File: src/ofih_ram.sv
`default_nettype none
module ofih_ram #(
    parameter int WIDTH = 8,
    parameter int DEPTH = 16
) (
    input  wire logic                     clk,
    input  wire logic                     we,
    input  wire logic [$clog2(DEPTH)-1:0] waddr,
    input  wire logic [WIDTH-1:0]         wdata,
    input  wire logic [$clog2(DEPTH)-1:0] raddr,
    output logic [WIDTH-1:0]              rdata
);
    logic [WIDTH-1:0] mem [DEPTH];

    always_ff @(posedge clk)
    begin
        if (we)
        begin
            mem[waddr] <= wdata;
        end
        rdata <= mem[raddr];
    end
endmodule
`default_nettype wire

File: config.mk
export PLATFORM = sky130hd
export DESIGN_NAME = ofih_ram
export DESIGN_NICKNAME = d
export VERILOG_FILES = /design/src/ofih_ram.sv
export SDC_FILE = /design/constraint.sdc
export NUM_CORES = 1
export LEC_CHECK = 0
export BUFFER_PORTS_ARGS = -buffer_cell sky130_fd_sc_hd__buf_2
export CAP_MARGIN = 20
export CORE_MARGIN = 8
export CORE_UTILIZATION = 60
export CTS_CLUSTER_DIAMETER = 120
export CTS_CLUSTER_SIZE = 8
export DETAILED_ROUTE_END_ITERATION = 10
export GPL_ROUTABILITY_DRIVEN = 0
export MAX_ROUTING_LAYER = met4
export PLACE_DENSITY = 0.9
export SLEW_MARGIN = 40
export SYNTH_ARGS = -nofsm -noshare
export SYNTH_HDL_FRONTEND = slang
export SYNTH_SLANG_ARGS = --single-unit
File: constraint.sdc
create_clock -name clk -period 3.9 [get_ports clk]
set_input_delay 0.78 -clock clk [delete_from_list [all_inputs] [get_ports clk]]
set_output_delay 0.78 -clock clk [all_outputs]
set_load 0.01 [all_outputs]
==> flow_metrics.py <==
metrics = {
    "final_layout": {
        "nFillCells": 454,
        "final_cell_area_um2": 6000,
        "nNetsFinal": 285,
        "mostFrequentLayoutCell": "sky130_fd_sc_hd__edfxtp_1",
        "layout-drive-gt1-share_pct": 30.7,
        "leading_cell_types_in_the_layout_fill_and_taps_excluded": "sky130_fd_sc_hd__edfxtp_1 (128), sky130_fd_sc_hd__buf_2 (25), sky130_fd_sc_hd__mux4_2 (18)",
        "areaGrowthSynthToFinish_pct": 16.5,
        "diodes": 0,
    },
    "critical_path": {
        "required_time_of_the_worst_setup_path_ns": 4.30,
        "ff2ff_path_depth": 3,
        "cp-start-kind": "input port",
        "setup.worst_path.end_class": "flip-flop",
        "worst_setup_slack_for_register_to_register_paths_ns": 2.47,
        "reg2reg_to": "rdata[1]$_DFF_P_",
        "timing.critical_path.arrival_ns": 2.60,
        "crit-reg2reg-launch": "mem[2][1]$_DFFE_PP_",
        "criticalPathCategory": "in2reg",
        "cp-startpoint": "raddr[0]",
        "critPathMaxFanout": 19,
    },
    "clock_tree": {
        "clock_insertion_delay_worst_skew_ns": 0.52,
        "clock_tree.buffer_depth": 2,
        "post_cts_resize_count": 0,
        "cts_root_buffer": "sky130_fd_sc_hd__clkbuf_8",
        "tritoncts.num_buffers": 17,
        "clk_pin_slew_ns": 0.06,
        "tritoncts_clock_tree": "yes",
        "cts_max_level": 4,
        "clock_sink_count": 136,
        "holdBufCountCts": 0,
        "cts.repair_timing.setup_buffer_count": 0,
    },
    "synthesis": {
        "synthCells": 229,
        "synth_seq_cells": 136,
        "syn-num-nets": 247,
        "synth_top_family_by_area": "multiplexers",
        "area_fraction_in_compound_gates_after_synthesis_pct": 2.33,
        "synth_simple_gate_area_share_pct": 3.18,
        "synth_area_per_cell_um2": 22.5,
        "yosysUniqueCellTypes": 19,
        "yosys.area_share.adder_pct": 0,
        "syn_area_um2": 5150,
        "ys_seq_area_share_pct": 77.8,
        "synth.area.mux_share_pct": 15.0,
        "ys.warnings.count": 0,
        "post_synth_xor_area_fraction_pct": 0,
    },
    "sta": {
        "timing.final.setup_violations": 0,
        "max_slew_headroom_pct": 42.6,
        "post-route-period-util_pct": 56.5,
        "finalHoldViolCount": 0,
        "max_clock_freq_mhz": 454,
        "final_max_slew_viol_count": 0,
        "layout_min_cycle_time_ns": 2.20,
        "grt_setup_unrepaired": "false",
        "tns_ns": 0,
        "clk_skew_ns": 0.00931,
        "worstMarginPinSlew_ns": 0.858,
    },
    "floorplan": {
        "placement_rows": 33,
        "ios": 26,
        "chipHeight_um": 109,
        "start_util_pct": 62.3,
        "core-area_um2": 8260,
        "die_w_um": 109,
        "design.die.area_um2": 11800,
    },
    "min_path": {
        "timing.hold.worst_path_depth": 1,
        "hold_path_startpoint": "wdata[7]",
        "hold-path-endpoint": "mem[4][7]$_DFFE_PP_",
        "worst_hold_path_type": "in2reg",
    },
    "global_route": {
        "first_pass_grt_wire_length_mm": 15.6,
        "groute.usage.overall_pct": 19.7,
        "antenna_violations_before_repair": 0,
        "grt_max_degree": 33,
        "groute.layer.met1.usage_pct": 25.7,
        "gr-usage-met3_pct": 4.78,
        "overall_overflow_remaining_after_global_route": 0,
        "first_global_vias": 2559,
        "grt_busiest_layer": "met2",
        "global_route.usage.met2_pct": 29.5,
    },
    "routing": {
        "route.detailed.vias_per_inst": 6.59,
        "drt_drc_violations_left": 0,
        "detail-route-antenna-nets": 0,
        "wirelength_mm": 10.5,
        "drt_first_iter_violations": 238,
        "first_pass_iters": 4,
        "routed-via-count": 2538,
        "dr_wl_cell_um": 27.3,
    },
    "placed_design": {
        "place.detailed.hpwl_mm": 6.03,
        "placed_area_um2": 5350,
        "buffer_ports.inserted": 25,
    },
    "run": {
        "max_cap_viol_count": 0,
    },
    "pwr": {
        "power-per-cell-area_nw_per_um2": 580,
        "vdd_ir_drop_max_uv": 408,
        "power.static_leakage_nw": 2.01,
    },
    "status": {
        "outcome": "finished, final reports clean",
    },
}
==> how the worst max path moves through the flow <==
stage / end / slack (ns) / cells past startpoint
floorplan: mem[0][0]$_DFFE_PP_ / 1.63 / 2
global placement: mem[0][3]$_DFFE_PP_ / 1.17 / 3
detailed placement: rdata[2]$_DFF_P_ / 1.15 / 5
CTS: rdata[1]$_DFF_P_ / 1.69 / 5
global route: rdata[5]$_DFF_P_ / 1.60 / 5
finish: rdata[1]$_DFF_P_ / 1.70 / 5
==> flip-flops by register name (all words and copies together), names as in the netlist <==
| signal | cells |
|---|---|
| mem | 128 |
| rdata | 8 |
==> synthesized netlist by cell type <==
cell type	number	area [µm²]
sky130_fd_sc_hd__dfxtp_1	8	160
sky130_fd_sc_hd__clkdlybuf4s25_2	3	30.0
sky130_fd_sc_hd__and2_1	1	6.26
sky130_fd_sc_hd__nand3b_1	2	15.0
sky130_fd_sc_hd__nand3_1	1	5.00
sky130_fd_sc_hd__buf_4	1	7.51
sky130_fd_sc_hd__mux4_2	18	405
sky130_fd_sc_hd__mux4_1	14	368
sky130_fd_sc_hd__buf_6	3	33.8
sky130_fd_sc_hd__edfxtp_1	128	3840
sky130_fd_sc_hd__nor2b_1	1	6.26
sky130_fd_sc_hd__nor2_1	13	48.8
sky130_fd_sc_hd__nand2b_1	2	12.5
sky130_fd_sc_hd__and2b_1	1	7.51
sky130_fd_sc_hd__or3b_2	1	8.76
sky130_fd_sc_hd__buf_2	3	15.0
sky130_fd_sc_hd__a22oi_1	16	120
sky130_fd_sc_hd__nor3_1	4	20.0
sky130_fd_sc_hd__nand2_1	9	33.8
==> cells by family (layout without fill, tap and decap cells) <==
kind of cell    Yosys count  in the layout
compound gates           16             16
flops                   136            136
simple gates             35             35
buf+inv                  10             61
mux                      32             32
==> where the power goes <==
| part | internal (mW) | leakage [nW] | switching, mW |
|---|---|---|---|
| combinational | 0.0595 | 0.491 | 0.0898 |
| sequential | 1.63 | 1.22 | 0.0122 |
| clock | 1.10 | 0.291 | 0.584 |
==> worst max-delay path: stages <==
cell                      delay (ns)
sky130_fd_sc_hd__buf_2          0.37
sky130_fd_sc_hd__buf_4          0.43
sky130_fd_sc_hd__mux4_1         0.63
sky130_fd_sc_hd__a22oi_1        0.29
sky130_fd_sc_hd__nand2_1        0.09
==> area by class of cell <==
type,count,area [µm²],area share (%)
sequential,136,4000,66.8
multi-input combinational,83,1080,18.0
clock buffer,19,422,7.03
clock inverter,13,203,3.38
timing repair buffer,29,155,2.59
tap,105,131,2.19
==> stage by stage <==
| step | cells | hold slack [ns] | setup WS (ns) | utilization, % | total power, mW |
|---|---|---|---|---|---|
| floorplan | 229 | 0.629 | 1.63 | - | 1.76 |
| global placement | 353 | 0.652 | 1.17 | 64.8 | 1.81 |
| detailed placement | 353 | 0.671 | 1.15 | 64.8 | 1.82 |
| CTS | 385 | 0.645 | 1.69 | 72.4 | 3.48 |
| global route | 385 | 0.648 | 1.60 | 72.6 | 3.56 |
| finish | 385 | 0.655 | 1.70 | 72.6 | 3.48 |
==> routing by layer <==
| layer | vias up | part of all wire [%] |
|---|---|---|
| met5 | - | 0 |
| met4 | 0 | 1.4 |
| met3 | 15 | 8.8 |
| met2 | 163 | 49 |
| met1 | 1311 | 41 |
| li1 | 1049 | - |
No activity file was read; power rests on OpenSTA's default activity.
