$ cat src/ofih_pkg.sv
`default_nettype none
package ofih_pkg;

    // Window and field geometry
    localparam int WINDOW        = 2048;
    localparam int AW            = $clog2(WINDOW);
    localparam int CW            = AW + 1;
    localparam int MAX_LAG_LIMIT = 10;
    localparam int MIN_SAMPLES   = 3;
    localparam int LAG_W         = 4;
    localparam int DEPTH_W       = 24;
    localparam int OFI_W         = DEPTH_W + 2;
    localparam int RET_W         = DEPTH_W + 1;
    localparam int PROD_W        = 2 * OFI_W;
    localparam int ACC_W         = PROD_W + AW;
    localparam int SUM_W         = OFI_W + AW + 1;
    localparam int NN_W          = 2 * CW - 1;

    // Wide arithmetic
    localparam int FRAC_BITS = 24;
    localparam int BW        = 128;
    localparam int MBW       = 40;
    localparam int CORR_W    = 32;
    localparam int QW        = CORR_W - 1;
    localparam int KW        = $clog2(QW + 1);

    localparam logic [LAG_W-1:0] MAX_LAG_RESET = LAG_W'(10);
    localparam logic signed [CORR_W-1:0] CORR_MAX = {1'b0, {QW{1'b1}}};
    localparam logic signed [CORR_W-1:0] CORR_MIN = {1'b1, {QW{1'b0}}};

    typedef enum logic [2:0] {
        ST_IDLE,
        ST_CHECK,
        ST_PASS,
        ST_ALU_GO,
        ST_ALU_WAIT,
        ST_LAG,
        ST_EMIT
    } state_t;

    typedef enum logic [3:0] {
        SP_NSQ,
        SP_SOSO,
        SP_NN,
        SP_SRSO,
        SP_P,
        SP_SORL,
        SP_SORLN,
        SP_SROL,
        SP_SROLN,
        SP_SRSOC,
        SP_NCNT,
        SP_DEN,
        SP_DIV,
        SP_C1C,
        SP_C2C
    } step_t;

    typedef enum logic {
        ALU_MUL,
        ALU_DIV
    } alu_op_t;

    typedef struct packed {
        logic    start;
        alu_op_t op;
    } alu_cmd_t;

    typedef struct packed {
        logic busy;
        logic done;
    } alu_stat_t;

endpackage
`default_nettype wire

$ cat src/ofih_alu.sv
`default_nettype none
module ofih_alu (
    input  wire logic                                 clk,
    input  wire logic                                 rst_n,
    input  wire ofih_pkg::alu_cmd_t                   cmd,
    input  wire logic signed [ofih_pkg::BW-1:0]       a,
    input  wire logic signed [ofih_pkg::MBW-1:0]      b,
    input  wire logic [ofih_pkg::BW-1:0]              den,
    output ofih_pkg::alu_stat_t                       stat,
    output logic signed [ofih_pkg::BW-1:0]            product,
    output logic signed [ofih_pkg::CORR_W-1:0]        quotient
);
    import ofih_pkg::*;

    logic [BW-1:0]  acc_reg;
    logic [BW-1:0]  opd_reg;
    logic [MBW-1:0] mb_reg;
    logic           neg_reg;
    logic           busy_reg;
    logic           done_reg;
    alu_op_t        op_reg;
    logic [KW-1:0]  k_reg;
    logic [QW-1:0]  q_reg;
    logic           sat_reg;

    logic [BW-1:0]  a_mag;
    logic [MBW-1:0] b_mag;
    logic [BW-1:0]  addend;
    logic           sub;
    logic [BW:0]    sum;

    assign a_mag  = a[BW-1] ? $unsigned(-a) : $unsigned(a);
    assign b_mag  = b[MBW-1] ? $unsigned(-b) : $unsigned(b);
    // Divide steps subtract through the same adder
    assign sub    = (op_reg == ALU_DIV);
    assign addend = sub ? ~opd_reg : opd_reg;
    assign sum    = {1'b0, acc_reg} + {1'b0, addend} + {{BW{1'b0}}, sub};

    always_ff @(posedge clk or negedge rst_n)
    begin
        if (!rst_n)
        begin
            busy_reg <= 1'b0;
            done_reg <= 1'b0;
        end
        else
        begin
            done_reg <= 1'b0;
            if (cmd.start)
            begin
                busy_reg <= 1'b1;
            end
            else if (busy_reg)
            begin
                if (op_reg == ALU_MUL)
                begin
                    if (mb_reg == '0)
                    begin
                        busy_reg <= 1'b0;
                        done_reg <= 1'b1;
                    end
                end
                else if (k_reg == '0)
                begin
                    busy_reg <= 1'b0;
                    done_reg <= 1'b1;
                end
            end
        end
    end

    always_ff @(posedge clk)
    begin
        if (cmd.start)
        begin
            op_reg <= cmd.op;
            if (cmd.op == ALU_MUL)
            begin
                neg_reg <= a[BW-1] ^ b[MBW-1];
                acc_reg <= '0;
                opd_reg <= a_mag;
                mb_reg  <= b_mag;
            end
            else
            begin
                neg_reg <= a[BW-1];
                acc_reg <= a_mag << FRAC_BITS;
                opd_reg <= den << QW;
                k_reg   <= KW'(QW);
                q_reg   <= '0;
                sat_reg <= 1'b0;
            end
        end
        else if (busy_reg)
        begin
            if (op_reg == ALU_MUL)
            begin
                if (mb_reg != '0)
                begin
                    if (mb_reg[0])
                    begin
                        acc_reg <= sum[BW-1:0];
                    end
                    opd_reg <= opd_reg << 1;
                    mb_reg  <= mb_reg >> 1;
                end
            end
            else
            begin
                // carry out set: remainder covers the shifted divisor
                if (sum[BW])
                begin
                    acc_reg <= sum[BW-1:0];
                    if (k_reg == KW'(QW))
                    begin
                        sat_reg <= 1'b1;
                    end
                    else
                    begin
                        q_reg[k_reg] <= 1'b1;
                    end
                end
                opd_reg <= opd_reg >> 1;
                if (k_reg != '0)
                begin
                    k_reg <= k_reg - 1'b1;
                end
            end
        end
    end

    always_comb
    begin
        stat.busy = busy_reg;
        stat.done = done_reg;
        product   = neg_reg ? -$signed(acc_reg) : $signed(acc_reg);
        if (sat_reg)
        begin
            quotient = neg_reg ? CORR_MIN : CORR_MAX;
        end
        else
        begin
            quotient = neg_reg ? -$signed({1'b0, q_reg}) : $signed({1'b0, q_reg});
        end
    end
endmodule
`default_nettype wire
$ cat config.mk
export PLATFORM = sky130hd
export DESIGN_NAME = ofih_alu
export DESIGN_NICKNAME = d
export VERILOG_FILES = /design/src/ofih_pkg.sv /design/src/ofih_alu.sv
export SDC_FILE = /design/constraint.sdc
export NUM_CORES = 1
export LEC_CHECK = 0
export ABC_AREA = 0
export BUFFER_PORTS_ARGS = -buffer_cell sky130_fd_sc_hd__buf_2
export CAP_MARGIN = 20
export CORE_MARGIN = 2
export CORE_UTILIZATION = 40
export DETAILED_ROUTE_END_ITERATION = 10
export GPL_TIMING_DRIVEN = 0
export PLACE_DENSITY_LB_ADDON = 0.12
export SETUP_SLACK_MARGIN = 0.3
export SLEW_MARGIN = 20
export SYNTH_ARGS = -nofsm -noshare
export SYNTH_HDL_FRONTEND = slang
export SYNTH_SLANG_ARGS = --single-unit
$ cat constraint.sdc
create_clock -name clk -period 38.2 [get_ports clk]
set_input_delay 3.82 -clock clk [delete_from_list [all_inputs] [get_ports clk]]
set_output_delay 3.82 -clock clk [all_outputs]
set_load 0.1 [all_outputs]
==> results of run 1 <==
[per-stage QoR]
| stage | hold WS, ps | setup WS (ps) | instances | cell area (um^2) |
|---|---|---|---|---|
| 2_1_floorplan | 548 | 24950 | 3923 | 33100 |
| 3_3_place_gp | 574 | 15710 | 5422 | 36600 |
| 3_5_place_dp | 572 | 28680 | 5443 | 37100 |
| 4_1_cts | 585 | 28000 | 5523 | 38600 |
| 5_1_grt | 609 | 28130 | 5527 | 38700 |
| 6_report | 590 | 28160 | 5532 | 38700 |
[cells by family (layout without fill, tap and decap cells)]
logic type / count (synthesis) / in the layout
muxes: 113 / 113
and+or+nand+nor: 1206 / 1206
DFF: 337 / 337
xor gates and xnor gates: 530 / 530
other: 0 / 6
buffers and inverters: 305 / 838
AOI/OAI and AO/OA: 1294 / 1294
adders and majority gates: 138 / 138
[critical path: stages (launching register included)]
cell and delay [ps]:
edfxtp_1 520, or4_1 610, or3_1 370, nor3_1 820
nand2_1 370, nor4_1 330, nand4_1 300, or4_1 610
or2_2 340, clkbuf_1 230, o41ai_1 380, xnor2_1 220
buf_2 480
[synth_stat cells, types with 5 or more instances]
cell      instances  share of area
buf_1            32         0.0036
o211ai_1         25         0.0057
nand3b_1          6         0.0014
o22ai_1         147          0.028
o211a_1          20         0.0060
nor2b_1          50         0.0094
xnor2_1         218          0.058
or4_1            36         0.0082
edfxtp_1        335           0.30
inv_1            55         0.0062
mux2_2           22         0.0075
o22a_1            8         0.0021
or3_1            67          0.013
nand2_1         316          0.036
a221oi_1         10         0.0026
nand3_1          54         0.0082
a211o_1           5         0.0013
a211oi_1         47          0.011
o21ai_0         226          0.034
a221o_1           5         0.0015
a21oi_1         331          0.050
and2_1           10         0.0019
or2_2            36         0.0068
o41ai_1          53          0.014
nor4_1           45         0.0085
mux2i_1          91          0.028
nor3b_1           5         0.0011
nor3_1          108          0.016
a22oi_1           6         0.0014
ha_1            137          0.052
clkbuf_1        211          0.024
o31ai_1         105          0.024
nor2_1          299          0.034
nand4_1          86          0.016
and4_1            8         0.0021
a21boi_0         15         0.0034
o21a_1           22         0.0050
xor2_1          312          0.083
and3_1           19         0.0036
a21o_1          101          0.023
o21bai_1         74          0.017
nand2b_1         36         0.0068
a31oi_1          50         0.0094
[layout make-up]
cell class                 count  area (um^2)  area share
clock buffer                  49         1160      0.0300
buffer                       249          961      0.0248
sequential                   337        10100       0.261
multi-input combinational   3281        21900       0.567
clock inverter                31          369     0.00954
antenna                        6         15.0    0.000388
inverter                      56          210     0.00543
tap                         1070         1340      0.0346
timing repair buffer         453         2600      0.0673
[power by group through the flow]
stage          registers (mW)  logic, mW  clock network [mW]
6_report                0.737       2.44               0.460
5_1_grt                 0.744       2.58               0.474
4_1_cts                 0.727       2.39               0.461
3_5_place_dp            0.735       2.38                   0
3_3_place_gp            0.753       2.37                   0
2_1_floorplan           0.667       1.80                   0
[per-layer routing]
metal	wire length [um]	part of all wire	up-vias
met2	73600	0.43	2128
met3	17800	0.10	372
met4	8520	0.050	10
met1	70700	0.41	17300
li1	-	-	15800
met5	63	0.00037	-
[final timing paths]
kind	start	end	slack (ps)	cells past startpoint
max reg2reg	op_reg	acc_reg[35]	29750	19
max in group asynchronous	rst_n	done_reg	35110	1
min in group asynchronous	rst_n	busy_reg	2990	1
min reg2reg	mb_reg[1]	mb_reg[0]	590	1
max	acc_reg[80]	product[113]	28160	12
min	mb_reg[1]	mb_reg[0]	590	1
==> results.md, run 1 <==
* Root buf cell: clkbuf_16
* Die ar. at 85100 um^2
* Post-synthesis mux area share at 0.0350
* Skew-Pair Late Insertion Delay at 620 ps
* Met3 GRT Util at 0.0792
* Sequential group share of total power at 0.202
* Peak VDD IR at 0.0690 mV
* Number of iterations in the first detailed-routing pass at 7
* Hold Path Class: register to register
* Compound-Gate Fraction of Synth Area at 0.251
* Initial antenna violation count at 14
* Via count at 35600
* Max Fclk at 99.6 MHz
* Mapped Area at 33100 um^2
* Met1 Usage GRT at 0.525
* Synth Net Count at 4361
* Sequential-to-total area share from yosys stat at 0.305
* Gr usage total at 0.385
* Final setup fails at 0
* Row cnt at 105
* H-tree depth at 2
* Req. time, crit path at 34380 ps
* Starting DRC count in detailed routing at 4384
* DR DRC count at 0
* Via-per-instance ratio at 6.44
* Post-Route WL at 171000 um
* Largest net degree at the start of global routing at 27
* Synth Register Bits at 337
* Die X at 292 um
* Largest family of logic cells by synthesized area: compound AO/OA/AOI/OAI gates
* GPL Wtd Cong at 1.05
* Final Util at 0.472
* Mean post-synth cell area at 8.44 um^2
* Area of the core at 82000 um^2
* Met2 Resource Use GR at 0.586
* Status: finished clean
* Post-Synth XOR/XNOR Area at 0.140
* PwrDens at 94.1 nW/um^2
* Logic pwr share at 0.671
* Vias in the first global route at 33300
* Initial cell density of the core at 0.404
* Most Crowded Layer GR: met2
* WP data arrival at 6220 ps
* Detailed-placement wirelength estimate at 139000 um
* Postcts setup bufs at 0
* Net Sw Frac at 0.592
* Final Hold Viols at 0
* NumNets Final at 4861
* Synth Area in Simple Gates at 0.181
* Gr ovfl total at 0
* First-pass GRT wire length at 239000 um
* Post-synth ARST share at 0.00593
* # port buffers at 429
* Commonest non-fill, non-tap cell in the layout: buf_2
* Top FF cell, synth: edfxtp_1
* Setup_tns at 0 ps
* Power Total at 3.64 mW
* Psw at 2.15 mW
* P&R area growth vs syn at 16.8%
* Crit Path Max Fanout at 8
* Clock share of power at 0.126
* CP Launch Type: register
* Clock Skews at 14.8 ps
* Final period utilization at 0.263
* Adder-Cell Fraction of Synth Area at 0.0524
* Leakage at 15.0 nW
* CTS tree: built
* Filler cells at 8346
* Antenna Nets Post-Route at 0
* Die height at 292 um
* CTS clock-pin slew for the worst setup and hold paths at 60 ps
* Worst Max-Slew Pin Slew at 1210 ps
* Post-Syn Instances at 3923
* Most frequent cells in the layout: buf_2, edfxtp_1, a21oi_1
* Number of clock sinks at 337
* RSZ-0062 raised after global routing: false
* Post-synth EDFFs at 335
* Avg WL per Cell at 30.8 um
* Number of top-level pins at 462
* Crit path kind: register to output pin
* Post-synthesis cell type count at 84
* Max-slew headroom at 0.191
* Post-CTS Hold Fix Bufs at 0
* Number of max-cap violations at 0
* Int Power at 1.49 mW
* Post-cts gate resize count at 0
* Share of layout cells above drive strength 1 at 0.140
* Yosys warning total at 0
* Slew Viols, Final at 0
* TritonCTS Buffers at 45
* Crit. End Element: output pin
* Min Clock Period, post-route at 10040 ps
* Bufs on Longest Clock Path at 3
Note: power is estimated with default switching activity, not from simulation.
==> run 2, diff against run 1 <==
- clock period: 38.2 -> 10.24 ns (I/O delays scaled with it)
==> run 2 against run 1 <==
Against the previous run:
- critical endpoint is now acc_reg[46]
- register-to-register slack got worse by 28000 ps
- critical path type is now register to register
- utilization decreased by 0.29 points
- routed wire length increased by 1.4%
- final cell count decreased by 0.16%
- global-route usage increased by 0.49 points
- largest power group unchanged
- hold slack got worse by 390 ps
- clock power increased to 3.4 times the previous value
- via count about the same
==> results.md, run 2 (same netlist as run 1, synthesis figures left out) <==
* Die height at 292 um (unchanged)
* Worst setup margin at 1850 ps (was 28160 ps)
* Largest net degree at the start of global routing at 26 (was 27)
* Initial antenna violation count at 19 (was 14)
* WP data arrival at 8740 ps (was 6220 ps)
* Starting DRC count in detailed routing at 4230 (was 4384)
* Filler cells at 8302 (was 8346)
* Number of clock sinks at 337 (unchanged)
* Fin area at 38500 um^2 (was 38700 um^2)
* Crit path kind: register to register (was register to output pin)
* GPL Wtd Cong at 1.04 (was 1.05)
* Postcts setup bufs at 0 (unchanged)
* Post-cts gate resize count at 0 (unchanged)
* Clock Skews at 19.9 ps (was 14.8 ps)
* Initial cell density of the core at 0.404 (unchanged)
* Req. time, crit path at 10590 ps (was 34380 ps)
* Final Hold Viols at 0 (unchanged)
* Slew Viols, Final at 0 (unchanged)
* Placed cell count at 5441 (was 5443)
* Number of top-level pins at 462 (unchanged)
* Hold Path Class: primary input to asynchronous set/reset pin (was register to register)
* Skew-Pair Late Insertion Delay at 610 ps (was 620 ps)
* Number of iterations in the first detailed-routing pass at 6 (was 7)
* Most frequent cells in the layout: buf_2, edfxtp_1, a21oi_1 (unchanged)
* Setup_tns at 0 ps (unchanged)
* Final period utilization at 0.819
* Post-CTS Hold Fix Bufs at 0 (unchanged)
* RSZ-0062 raised after global routing: false (unchanged)
* Minimum hold slack at 200 ps (was 590 ps)
* Max Fclk at 119 MHz
* Area of the core at 82000 um^2 (unchanged)
* Avg WL per Cell at 31.3 um (was 30.8 um)
* Share of layout cells above drive strength 1 at 0.138 (was 0.140)
* Via-per-instance ratio at 6.45 (was 6.44)
* Commonest non-fill, non-tap cell in the layout: buf_2 (unchanged)
* TritonCTS Buffers at 43 (was 45)
* Max-slew headroom at 0.103 (was 0.191)
* Status: finished clean (unchanged)
* Antenna Nets Post-Route at 0 (unchanged)
* NumNets Final at 4854 (was 4861)
* Post-Route WL at 173000 um (was 171000 um)
* CTS tree: built (unchanged)
* DR DRC count at 0 (unchanged)
* H-tree depth at 2 (unchanged)
* Die ar. at 85100 um^2 (unchanged)
* Pre-CTS WS at 2130 ps (was 28680 ps)
* CP Launch Type: register (unchanged)
* Min Clock Period, post-route at 8390 ps
* CTS clock-pin slew for the worst setup and hold paths at 70 ps (was 60 ps)
* Bufs on Longest Clock Path at 3 (unchanged)
* Peak VDD IR at 0.327 mV (was 0.0690 mV)
* Leakage at 14.9 nW (was 15.0 nW)
* Crit Path Max Fanout at 21 (was 8)
* Non-Filler Instances at 5523 (was 5532)
* Row cnt at 105 (unchanged)
* Power Total at 13.5 mW (was 3.64 mW)
* Die X at 292 um (unchanged)
* Gr ovfl total at 0 (unchanged)
* # port buffers at 429 (unchanged)
* Worst Max-Slew Pin Slew at 1350 ps (was 1210 ps)
* Final Util at 0.469 (was 0.472)
* Number of max-cap violations at 0 (unchanged)
* Vias in the first global route at 33200 (was 33300)
* Crit. End Element: register (was output pin)
* First-pass GRT wire length at 241000 um (was 239000 um)
* Via count at 35600 (about the same)
* Gr usage total at 0.390 (was 0.385)
* Post-DP Area at 37100 um^2 (about the same)
* Root buf cell: clkbuf_16 (unchanged)
* PwrDens at 352 nW/um^2 (was 94.1 nW/um^2)
* P&R area growth vs syn at 16.1% (was 16.8%)
* Final setup fails at 0 (unchanged)
* Detailed-placement wirelength estimate at 141000 um (was 139000 um)
## run 2: cell count changes in the layout (fill, tap and decap cells not counted), sizes merged
cell / delta
inv: +1
buf: -5
clkinv: -10
bufinv: -3
clkbuf: +8
## run 2: where the power goes
part | switching, mW | internal [mW] | leakage [nW]
Sequential | 0.660 | 2.10 | 3.51
Clock | 0.677 | 0.901 | 0.658
Combinational | 6.75 | 2.43 | 10.7
Total | 8.09 | 5.43 | 14.9
## run 2: final timing paths
path                                 from          end  slack [ps]  cells past startpoint
worst max-delay path               op_reg  acc_reg[46]        1850                     19
worst min-delay path                rst_n     done_reg         200                      1
worst max register to register     op_reg  acc_reg[46]        1850                     19
worst min register to register  mb_reg[6]    mb_reg[5]         610                      2
max in group asynchronous           rst_n     busy_reg        9950                      1
min in group clk                mb_reg[6]    mb_reg[5]         610                      2
## run 2: critical path, cell delays in order (launching register included)
cell and delay, ps:
edfxtp_1 360, clkbuf_1 510, clkbuf_1 680, buf_2 510
buf_1 740, xor2_1 150, ha_1 360, nor2b_1 180
o21ba_2 210, o311ai_0 550, o211ai_1 460, a31oi_1 680
a21oi_1 150, a31oi_1 550, a21oi_1 170, nor2_1 810
o21ai_4 370, buf_16 270, buf_16 170, buf_16 170
## run 2: cell type report
type                    count  area (um^2)  share of cell area
plain buffers             249          965              0.0251
flip-flops and latches    337        10100               0.263
clock buffers              57         1130              0.0294
clock inverters            19          233             0.00605
inverters                  56          210             0.00547
repair buffers            448         2530              0.0659
diodes                      6         15.0            0.000390
well taps                1070         1340              0.0348
multi-input cells        3281        21900               0.570
## run 2: per-layer routing
| metal | vias to the layer above | GRT usage | share of wire |
|---|---|---|---|
| li1 | 15800 | - | - |
| met1 | 17400 | 0.528 | 0.41 |
| met2 | 2080 | 0.603 | 0.44 |
| met3 | 350 | 0.0798 | 0.10 |
| met4 | 14 | 0.166 | 0.049 |
| met5 | - | 0 | 0.00053 |
